## src/hdl/mfqs_pkg.sv

```systemverilog
// shared types and constants for the sliding median filter with quadratic scaling
// no dependencies; imported by mfqs_cell, median_filter_quadratic_scaler and the testbench
package mfqs_pkg;

    localparam int WINDOW      = 5;
    localparam int SAMPLE_BITS = 12;
    localparam int GAIN_W      = 16;
    localparam int CONC_W      = 16;
    localparam int Q_SHIFT     = 24;

    localparam int IDX_W   = (WINDOW > 1) ? $clog2(WINDOW) : 1;
    localparam int MED_IDX = WINDOW / 2;
    localparam int SQ_W    = 2 * SAMPLE_BITS;
    localparam int OPB_W   = (SAMPLE_BITS > GAIN_W) ? SAMPLE_BITS : GAIN_W;
    localparam int PROD_W  = SQ_W + OPB_W;

    localparam logic [GAIN_W-1:0] GAIN_RESET = GAIN_W'(15043);
    localparam logic [CONC_W-1:0] CONC_MAX   = '1;

    typedef logic [SAMPLE_BITS-1:0]             t_sample;
    typedef logic [WINDOW-1:0][SAMPLE_BITS-1:0] t_window;
    typedef logic [IDX_W-1:0]                   t_idx;
    typedef logic [GAIN_W-1:0]                  t_gain;
    typedef logic [CONC_W-1:0]                  t_conc;
    typedef logic [PROD_W-1:0]                  t_prod;

endpackage

```

## src/hdl/median_filter_quadratic_scaler.sv

```systemverilog
// Sliding five-sample median filter with quadratic scaling. The cell row shifts
// at the edge that accepts a request; the sequencer then steps through median
// select, square, gain multiply and result load. One multiplier is shared by
// the square and the gain step, so these steps run one after another; the next
// request is taken only once the sequencer is back in idle, not while one is in
// flight, while the last result may still wait to be taken. A result
// that is not taken holds the sequencer in its load step and stalls the input.
// The window cells clear to zero at reset, the gain to 15043.
// depends on mfqs_pkg and mfqs_cell
module median_filter_quadratic_scaler (
    input  logic              i_clk,
    input  logic              i_rst_n,
    input  logic              i_in_valid,
    output logic              o_in_stall,
    input  mfqs_pkg::t_sample i_adc_code,
    output logic              o_out_valid,
    input  logic              i_out_stall,
    output mfqs_pkg::t_sample o_median_code,
    output mfqs_pkg::t_conc   o_concentration,
    input  logic              i_gain_we,
    input  mfqs_pkg::t_gain   i_gain_q24
);
    import mfqs_pkg::*;

    typedef enum logic [2:0] {
        S_IDLE,
        S_MED,
        S_SQ,
        S_GAIN,
        S_DONE
    } t_state;

    t_state  r_state;
    t_gain   r_gain;
    t_sample r_med;
    t_prod   r_prod;
    logic    r_out_valid;
    t_sample r_out_med;
    t_conc   r_out_conc;

    logic                          accept;
    t_window                       vals;
    logic    [WINDOW-1:0]          med_flags;
    t_sample                       med_sel;
    logic    [SQ_W-1:0]            op_a;
    logic    [OPB_W-1:0]           op_b;
    t_prod                         mult;
    t_prod                         shifted;
    t_conc                         conc;
    logic                          out_free;

    assign accept   = i_in_valid && (r_state == S_IDLE);
    assign out_free = !r_out_valid || !i_out_stall;

    // cell row: new sample enters cell 0, the oldest falls off the far end
    for (genvar k = 0; k < WINDOW; k++) begin : g_cell
        t_sample d;
        if (k == 0) begin : g_head
            assign d = i_adc_code;
        end else begin : g_link
            assign d = vals[k-1];
        end
        mfqs_cell u_cell (
            .i_clk    (i_clk),
            .i_rst_n  (i_rst_n),
            .i_shift  (accept),
            .i_d      (d),
            .i_vals   (vals),
            .i_idx    (t_idx'(k)),
            .o_q      (vals[k]),
            .o_is_med (med_flags[k])
        );
    end

    always_comb begin
        med_sel = '0;
        for (int k = 0; k < WINDOW; k++) begin
            if (med_flags[k]) begin
                med_sel = med_sel | vals[k];
            end
        end
    end

    // shared multiplier: median squared, then square times gain
    always_comb begin
        if (r_state == S_SQ) begin
            op_a = SQ_W'(r_med);
            op_b = OPB_W'(r_med);
        end else begin
            op_a = r_prod[SQ_W-1:0];
            op_b = OPB_W'(r_gain);
        end
        mult    = PROD_W'(op_a) * PROD_W'(op_b);
        shifted = r_prod >> Q_SHIFT;
        conc    = (shifted > PROD_W'(CONC_MAX)) ? CONC_MAX : shifted[CONC_W-1:0];
    end

    always_ff @(posedge i_clk) begin
        if (!i_rst_n) begin
            r_state     <= S_IDLE;
            r_gain      <= GAIN_RESET;
            r_out_valid <= 1'b0;
        end else begin
            if (i_gain_we) begin
                r_gain <= i_gain_q24;
            end
            // the load step sets valid itself when the old result leaves
            if (r_out_valid && !i_out_stall && (r_state != S_DONE)) begin
                r_out_valid <= 1'b0;
            end
            case (r_state)
                S_IDLE: begin
                    if (accept) begin
                        r_state <= S_MED;
                    end
                end
                S_MED: begin
                    r_med   <= med_sel;
                    r_state <= S_SQ;
                end
                S_SQ: begin
                    r_prod  <= mult;
                    r_state <= S_GAIN;
                end
                S_GAIN: begin
                    r_prod  <= mult;
                    r_state <= S_DONE;
                end
                S_DONE: begin
                    if (out_free) begin
                        r_out_valid <= 1'b1;
                        r_out_med   <= r_med;
                        r_out_conc  <= conc;
                        r_state     <= S_IDLE;
                    end
                end
                default: begin
                    r_state <= S_IDLE;
                end
            endcase
        end
    end

    assign o_in_stall      = (r_state != S_IDLE);
    assign o_out_valid     = r_out_valid;
    assign o_median_code   = r_out_med;
    assign o_concentration = r_out_conc;

    // exactly one cell holds the median rank
    a_one_median: assert property (@(posedge i_clk) disable iff (!i_rst_n)
        (r_state == S_MED) |-> $onehot(med_flags))
        else $error("median select is not one-hot");

    // a result appears only from the load step
    a_out_from_done: assert property (@(posedge i_clk) disable iff (!i_rst_n)
        $rose(r_out_valid) |-> ($past(r_state) == S_DONE))
        else $error("result valid without a finished request");

    // an accepted request moves straight to median select
    a_accept_to_med: assert property (@(posedge i_clk) disable iff (!i_rst_n)
        (i_in_valid && !o_in_stall) |=> (r_state == S_MED))
        else $error("accepted request did not start");

    // a pending result is never overwritten while stalled
    a_no_overwrite: assert property (@(posedge i_clk) disable iff (!i_rst_n)
        (r_out_valid && i_out_stall) |=> (r_out_valid && $stable(r_out_conc)))
        else $error("stalled result was overwritten");

endmodule

```

## src/hdl/mfqs_cell.sv

```systemverilog
// one window cell: holds a sample, hands it to its neighbour on each request,
// and flags itself when its rank in the window is the median. depends on mfqs_pkg
module mfqs_cell (
    input  logic              i_clk,
    input  logic              i_rst_n,
    input  logic              i_shift,
    input  mfqs_pkg::t_sample i_d,
    input  mfqs_pkg::t_window i_vals,
    input  mfqs_pkg::t_idx    i_idx,
    output mfqs_pkg::t_sample o_q,
    output logic              o_is_med
);
    import mfqs_pkg::*;

    t_sample r_q;
    t_idx    rank;

    always_ff @(posedge i_clk) begin
        if (!i_rst_n) begin
            r_q <= '0;
        end else if (i_shift) begin
            r_q <= i_d;
        end
    end

    // rank = smaller entries, plus equal entries in lower cells (ties broken by position)
    always_comb begin
        rank = '0;
        for (int j = 0; j < WINDOW; j++) begin
            if ((i_vals[j] < r_q) || ((i_vals[j] == r_q) && (j < int'(i_idx)))) begin
                rank = rank + t_idx'(1);
            end
        end
    end

    assign o_q      = r_q;
    assign o_is_med = (rank == t_idx'(MED_IDX));

endmodule

```

## config.mk

```make
export PLATFORM = sky130hd
export DESIGN_NAME = median_filter_quadratic_scaler
export DESIGN_NICKNAME = d
export VERILOG_FILES = /design/src/hdl/mfqs_pkg.sv /design/src/hdl/median_filter_quadratic_scaler.sv /design/src/hdl/mfqs_cell.sv
export SDC_FILE = /design/constraint.sdc
export NUM_CORES = 1
export LEC_CHECK = 0
export BUFFER_PORTS_ARGS = -buffer_cell sky130_fd_sc_hd__buf_2
export CORE_MARGIN = 8
export CORE_UTILIZATION = 55
export CTS_BUF_LIST = sky130_fd_sc_hd__clkbuf_16
export DETAILED_ROUTE_END_ITERATION = 16
export PLACE_DENSITY = 0.72
export REMOVE_ABC_BUFFERS = 1
export SYNTH_ARGS = -nofsm -noshare
export SYNTH_HDL_FRONTEND = slang
export SYNTH_SLANG_ARGS = --single-unit
```

## constraint.sdc

```tcl
create_clock -name i_clk -period 13.61 [get_ports i_clk]
set_input_delay 1.361 -clock i_clk [delete_from_list [all_inputs] [get_ports i_clk]]
set_output_delay 1.361 -clock i_clk [all_outputs]
set_load 0.01 [all_outputs]
```

==> metrics, run 1 <==
vias per inst=a little under 6; Syn Inst Count=approximately 2400; gr usage total=0.263; area added between synthesis and finish=6.05%; Reg clk slew, reported paths=80 ps; number of synthesized flops with an enable pin=80; Post-Synthesis Cell Area=21700 µm²; port bufs=62; RSZ-0062 raised after global routing=no; io pins=between 60 and 70; GPL Wtd Cong=0.954; Final Cycle Share=0.638; Post-CTS Setup Inserts=0; Min Hold Slack=around 420 ps; max incr delay on CP=between 700 and 800 ps; Storage cell area=4000 µm²; Max FO, Critical Path=129; Iter 0 DRT Violations=approximately 1400; CTS H-tree depth=4; TritonCTS clock tree=yes; post-cts gate resize count=0; Hold Buf Count CTS=0; post-route ant nets=0; highest clock rate=roughly 0.12 GHz; clk_skew=10.3 ps; Overflow after GRT=0; CP Class=reg2reg; worst hold path class=reg2reg; final setup violation count=0; maximum clock insertion buffer count=2; CP Capture Type=register; num rows=72; CTS Sinks=160; cell with the most instances after synthesis=nand2_1; Die ar.=46000 µm²; Die Ht=~210 µm; area of the multi-input gates=15700 µm²; top cell type's share of synthesized area=0.283; Pins Over Slew Limit=0; cell with the largest stage delay on the worst path=a21oi_1; Fill cells=3394; Synth Warn #=0; setup TNS=0 ps; Max-slew headroom=0.102; Final Hold Fails=0; Maximum Capacitance Violations=0; via count=17000; crit path launch type=register; dpl hpwl=~48000 µm; Top FF cell, synth=edfxtp_1; DRC errors left=0; Skew-Pair Late Insertion Delay=460 ps; status=completed; Synth area leader=fa_1; asr flop ratio synth=0; first-pass GRT wire length=a little under 100000 µm; CTS Buf Count=17; crit-path cells=nor2_1 -> nand2_4 -> buf_4 -> a21oi_1 -> nor2_1 -> fa_1 -> inv_1 -> fa_1 -> fa_1 -> inv_1 -> fa_1 -> fa_1 -> inv_1 -> fa_1 -> inv_1 -> ha_1 -> o21a_1 -> o221a_2 -> a311oi_1 -> a2bb2oi_1 -> a21oi_2 -> o21ai_1 -> a31oi_1 -> xnor2_1; synth top area cells=fa_1, ha_1, edfxtp_1; WP data required=13820 ps; Avg Cell Area, Syn=9.05 µm²; Initial Util=0.558; Die X=215 µm; layout cell share with drive strength beyond 1=0.0565; TritonRoute pass-1 iters=6; most frequent CP cell=fa_1; initial antenna violation count=0; post-synthesis sequential area ratio=0.185; CTS root buffer=clkbuf_16; Arr. time, crit path=around 8900 ps; largest net degree at the start of global routing=130; post-synthesis cell type count=72; commonest cells in the synthesized netlist=nand2_1, inv_1, fa_1; vias in the first global route=17600; Slew @ Worst Pin=1350 ps; Period minus WS final=8680 ps; CORE AREA=a little under 40000 µm²; Final #Nets=2980; FF+latch count, synth=160; ANT cells=0; drt total wl=60200 µm; wire length per cell=20.6 µm
-- cell type report --
| class | count | area share |
|---|---|---|
| multi-input combinational | 1721 | 0.684 |
| sequential | 160 | 0.174 |
| timing repair buffer | 69 | 0.0158 |
| inverter | 425 | 0.0694 |
| clock inverter | 14 | 0.00849 |
| tap | 518 | 0.0282 |
| clock buffer | 18 | 0.0196 |
-- final timing paths --
path              depth (start not counted)  slack (ps)                           end               startpoint
hold reg to reg                           0         420  o_concentration[8]$_DFFE_PP_     r_prod[32]$_DFFE_PP_
setup / recovery                         24        4930          r_prod[38]$_DFFE_PP_  r_state[2]$_SDFFE_PN0P_
hold / removal                            0         420  o_concentration[8]$_DFFE_PP_     r_prod[32]$_DFFE_PP_
setup reg to reg                         24        4930          r_prod[38]$_DFFE_PP_  r_state[2]$_SDFFE_PN0P_
-- logic make-up after synthesis --
logic type | synth area share
xor gates and xnor gates | 0.0166
muxes | 0.0104
and+or+nand+nor | 0.163
adders and majority gates | 0.425
DFF | 0.185
buffers and inverters | 0.0904
AOI/OAI and AO/OA | 0.110
-- cell usage in the layout (no fill, tap or decap), types with 27 or more instances in the layout --
master and instances:
and3_1 114, dfxtp_1 80, nand4_1 27, a21oi_1 89, nand2_1 435, xnor2_1 31
nor2_1 92, a21boi_0 62, ha_1 247, fa_1 306, edfxtp_1 80, a21o_1 51
inv_1 426, buf_2 62, o21ai_0 30
-- critical path, delay by kind of cell (launching register included) --
kind            cells  cell delay [ps]
fa+ha+maj           7             3570
compound gates      8             2730
simple gates        3              930
buf+inv             5              720
flops               1              370
xor+xnor            1               90
-- state kept, by name (all words and copies together), names as in the netlist --
signal and cells:
r_med 12, r_state 3, g_cell.u_cell.o_q 60, o_concentration 16
o_median_code 12, r_gain 16, o_out_valid 1, r_prod 40
-- metrics by stage --
step | std cells | instance area, µm² | worst slack (ps) | util
global placement | 2893 | 22300 | 5190 | 0.576
floorplan | 2306 | 21300 | 5150 | -
CTS | 2925 | 23000 | 5030 | 0.592
detailed placement | 2893 | 22300 | 5090 | 0.576
global route | 2925 | 23000 | 4560 | 0.592
finish | 2925 | 23000 | 4930 | 0.592
-- routing by layer --
| layer | track usage | part of all wire |
|---|---|---|
| met1 | 0.356 | 0.43 |
| met2 | 0.420 | 0.46 |
| met3 | 0.0450 | 0.073 |
| met4 | 0.0987 | 0.033 |
| met5 | 0 | 0 |
Power of run 1 is not shown: default switching activity piles up to over one toggle a cycle in this logic, so the estimate is an artifact.
==> run 2: changes to the inputs <==
==> constraint.sdc (replaced) <==
create_clock -name i_clk -period 8.8 [get_ports i_clk]
set_input_delay 0.88 -clock i_clk [delete_from_list [all_inputs] [get_ports i_clk]]
set_output_delay 0.88 -clock i_clk [all_outputs]
set_load 0.01 [all_outputs]
==> metrics, run 2 (synthesized netlist as in run 1, its figures left out) <==
status=completed; Arr. time, crit path=8540 ps (-340 ps); Largest register FFs=60 (unchanged); Final Cycle Share=0.946 (+0.309); Iter 0 DRT Violations=1412 (-1.7%); RSZ-0062 raised after global routing=no; initial antenna violation count=0 (unchanged); leading cell types in the layout, fill and taps excluded=nand2_1, inv_1, fa_1, ha_1, and3_1; Final Non-Filler Cells=2937 (+0.41%); CTS H-tree depth=4 (unchanged); CP Capture Type=register; TritonRoute pass-1 iters=6 (unchanged); Max-slew headroom=0.0622 (-0.0394); cell with the largest stage delay on the worst path=a21oi_1; Die Ht=215 µm (unchanged); Storage cell area=4000 µm² (unchanged); port bufs=62 (unchanged); GPL Wtd Cong=0.961 (+0.68%); DRC errors left=0 (unchanged); area added between synthesis and finish=6.50%; Overflow after GRT=0 (unchanged); dpl hpwl=49000 µm (+1.8%); gr usage total=0.267 (+0.00348); max incr delay on CP=740 ps (+30 ps); Max FO, Critical Path=43 (-67%); clk_skew=12.0 ps (+1.67 ps); ANT cells=0 (unchanged); crit path launch type=register; Reg clk slew, reported paths=80 ps (about the same); Maximum Capacitance Violations=0 (unchanged); CTS root buffer=clkbuf_16; post-route ant nets=0 (unchanged); Initial Util=0.558 (unchanged); highest clock rate=0.120 GHz (+4.2%); CTS Buf Count=17 (unchanged); CP Class=reg2reg; post-place setup slack=596 ps (-4490 ps); maximum clock insertion buffer count=2 (unchanged); Post-CTS Setup Inserts=0 (unchanged); CTS Sinks=160 (unchanged); vias per inst=5.81 (about the same); area of the multi-input gates=15700 µm² (about the same); Die ar.=46000 µm² (unchanged); final setup violation count=0 (unchanged); crit-path cells=nor2_1 -> nand2_4 -> a21oi_1 -> a21oi_1 -> fa_1 -> inv_1 -> fa_1 -> fa_1 -> inv_1 -> fa_1 -> fa_1 -> inv_1 -> fa_1 -> inv_1 -> ha_1 -> or3_1 -> o221a_2 -> a311oi_1 -> a2bb2oi_1 -> a21oi_2 -> o21ai_1 -> a31oi_1 -> xnor2_1; Final #Nets=2992 (+0.40%); placed cell count=2905 (+0.41%); Final Hold Fails=0 (unchanged); worst hold path class=reg2reg; PnR worst setup slack=475 ps (-4460 ps); Skew-Pair Late Insertion Delay=460 ps (about the same); wire length per cell=20.8 µm (+0.78%); commonest non-fill, non-tap cell in the layout=nand2_1; Fill cells=3393 (-0.029%); first-pass GRT wire length=97300 µm (+1.0%); Pins Over Slew Limit=0 (unchanged); Slew @ Worst Pin=1410 ps (+59.1 ps); TritonCTS clock tree=yes; largest net degree at the start of global routing=111 (-15%); CORE AREA=38800 µm² (unchanged); vias in the first global route=18000 (+2.0%); drt total wl=60900 µm (+1.2%); num rows=72 (unchanged); layout cell share with drive strength beyond 1=0.0616 (+0.00509); Die X=215 µm (unchanged); io pins=63 (unchanged); WP data required=9010 ps (-4810 ps); Period minus WS final=8330 ps (-351 ps); via count=17100 (+0.49%); most frequent CP cell=fa_1; setup TNS=0 ps (unchanged)
-- run 2: worst max-delay path: cells and delay by family, from the launching register on --
kind / cells / cell delay, ps
buf+inv: 4 / 260
compound gates: 8 / 2610
xor+xnor: 1 / 80
simple gates: 3 / 1380
fa+ha+maj: 7 / 3370
flops: 1 / 370
-- run 2: cell type report --
class                           count  share of cell area
Clock inverter                     14             0.00807
Clock buffer                       18              0.0195
Inverter                          425              0.0691
Multi-Input combinational cell   1721               0.682
Tap cell                          518              0.0281
Timing Repair Buffer               81              0.0202
Sequential cell                   160               0.173
-- run 2: through the flow --
step | instance area, µm² | util | hold WS (ps)
finish | 23100 | 0.595 | 427
global route | 23100 | 0.595 | 432
CTS | 23100 | 0.595 | 423
detailed placement | 22500 | 0.578 | 405
global placement | 22500 | 0.578 | 401
floorplan | 21300 | - | 400
-- run 2: worst paths after layout --
| check | startpoint | to | slack [ps] | cells past startpoint |
|---|---|---|---|---|
| max | r_state[0]$_SDFFE_PN0P_ | r_prod[38]$_DFFE_PP_ | 470 | 23 |
| min | r_prod[32]$_DFFE_PP_ | o_concentration[8]$_DFFE_PP_ | 430 | 0 |
| max reg2reg | r_state[0]$_SDFFE_PN0P_ | r_prod[38]$_DFFE_PP_ | 470 | 23 |
| min reg2reg | r_prod[32]$_DFFE_PP_ | o_concentration[8]$_DFFE_PP_ | 430 | 0 |
-- run 2: per-layer routing --
metal	up-vias	global-route usage	wire length, µm
met3	126	0.0568	4970
met1	8476	0.349	25300
met2	685	0.436	28900
met5	-	0	0
li1	7768	-	-
met4	0	0.0884	1790
-- run 2: timing repair --
item | 4_1_cts | 5_1_grt
resized for setup | 0 | 1
endpoints found under the setup margin | 0 | 1
hold buffers | 0 | 0
Power of run 2 is left out for the same reason.
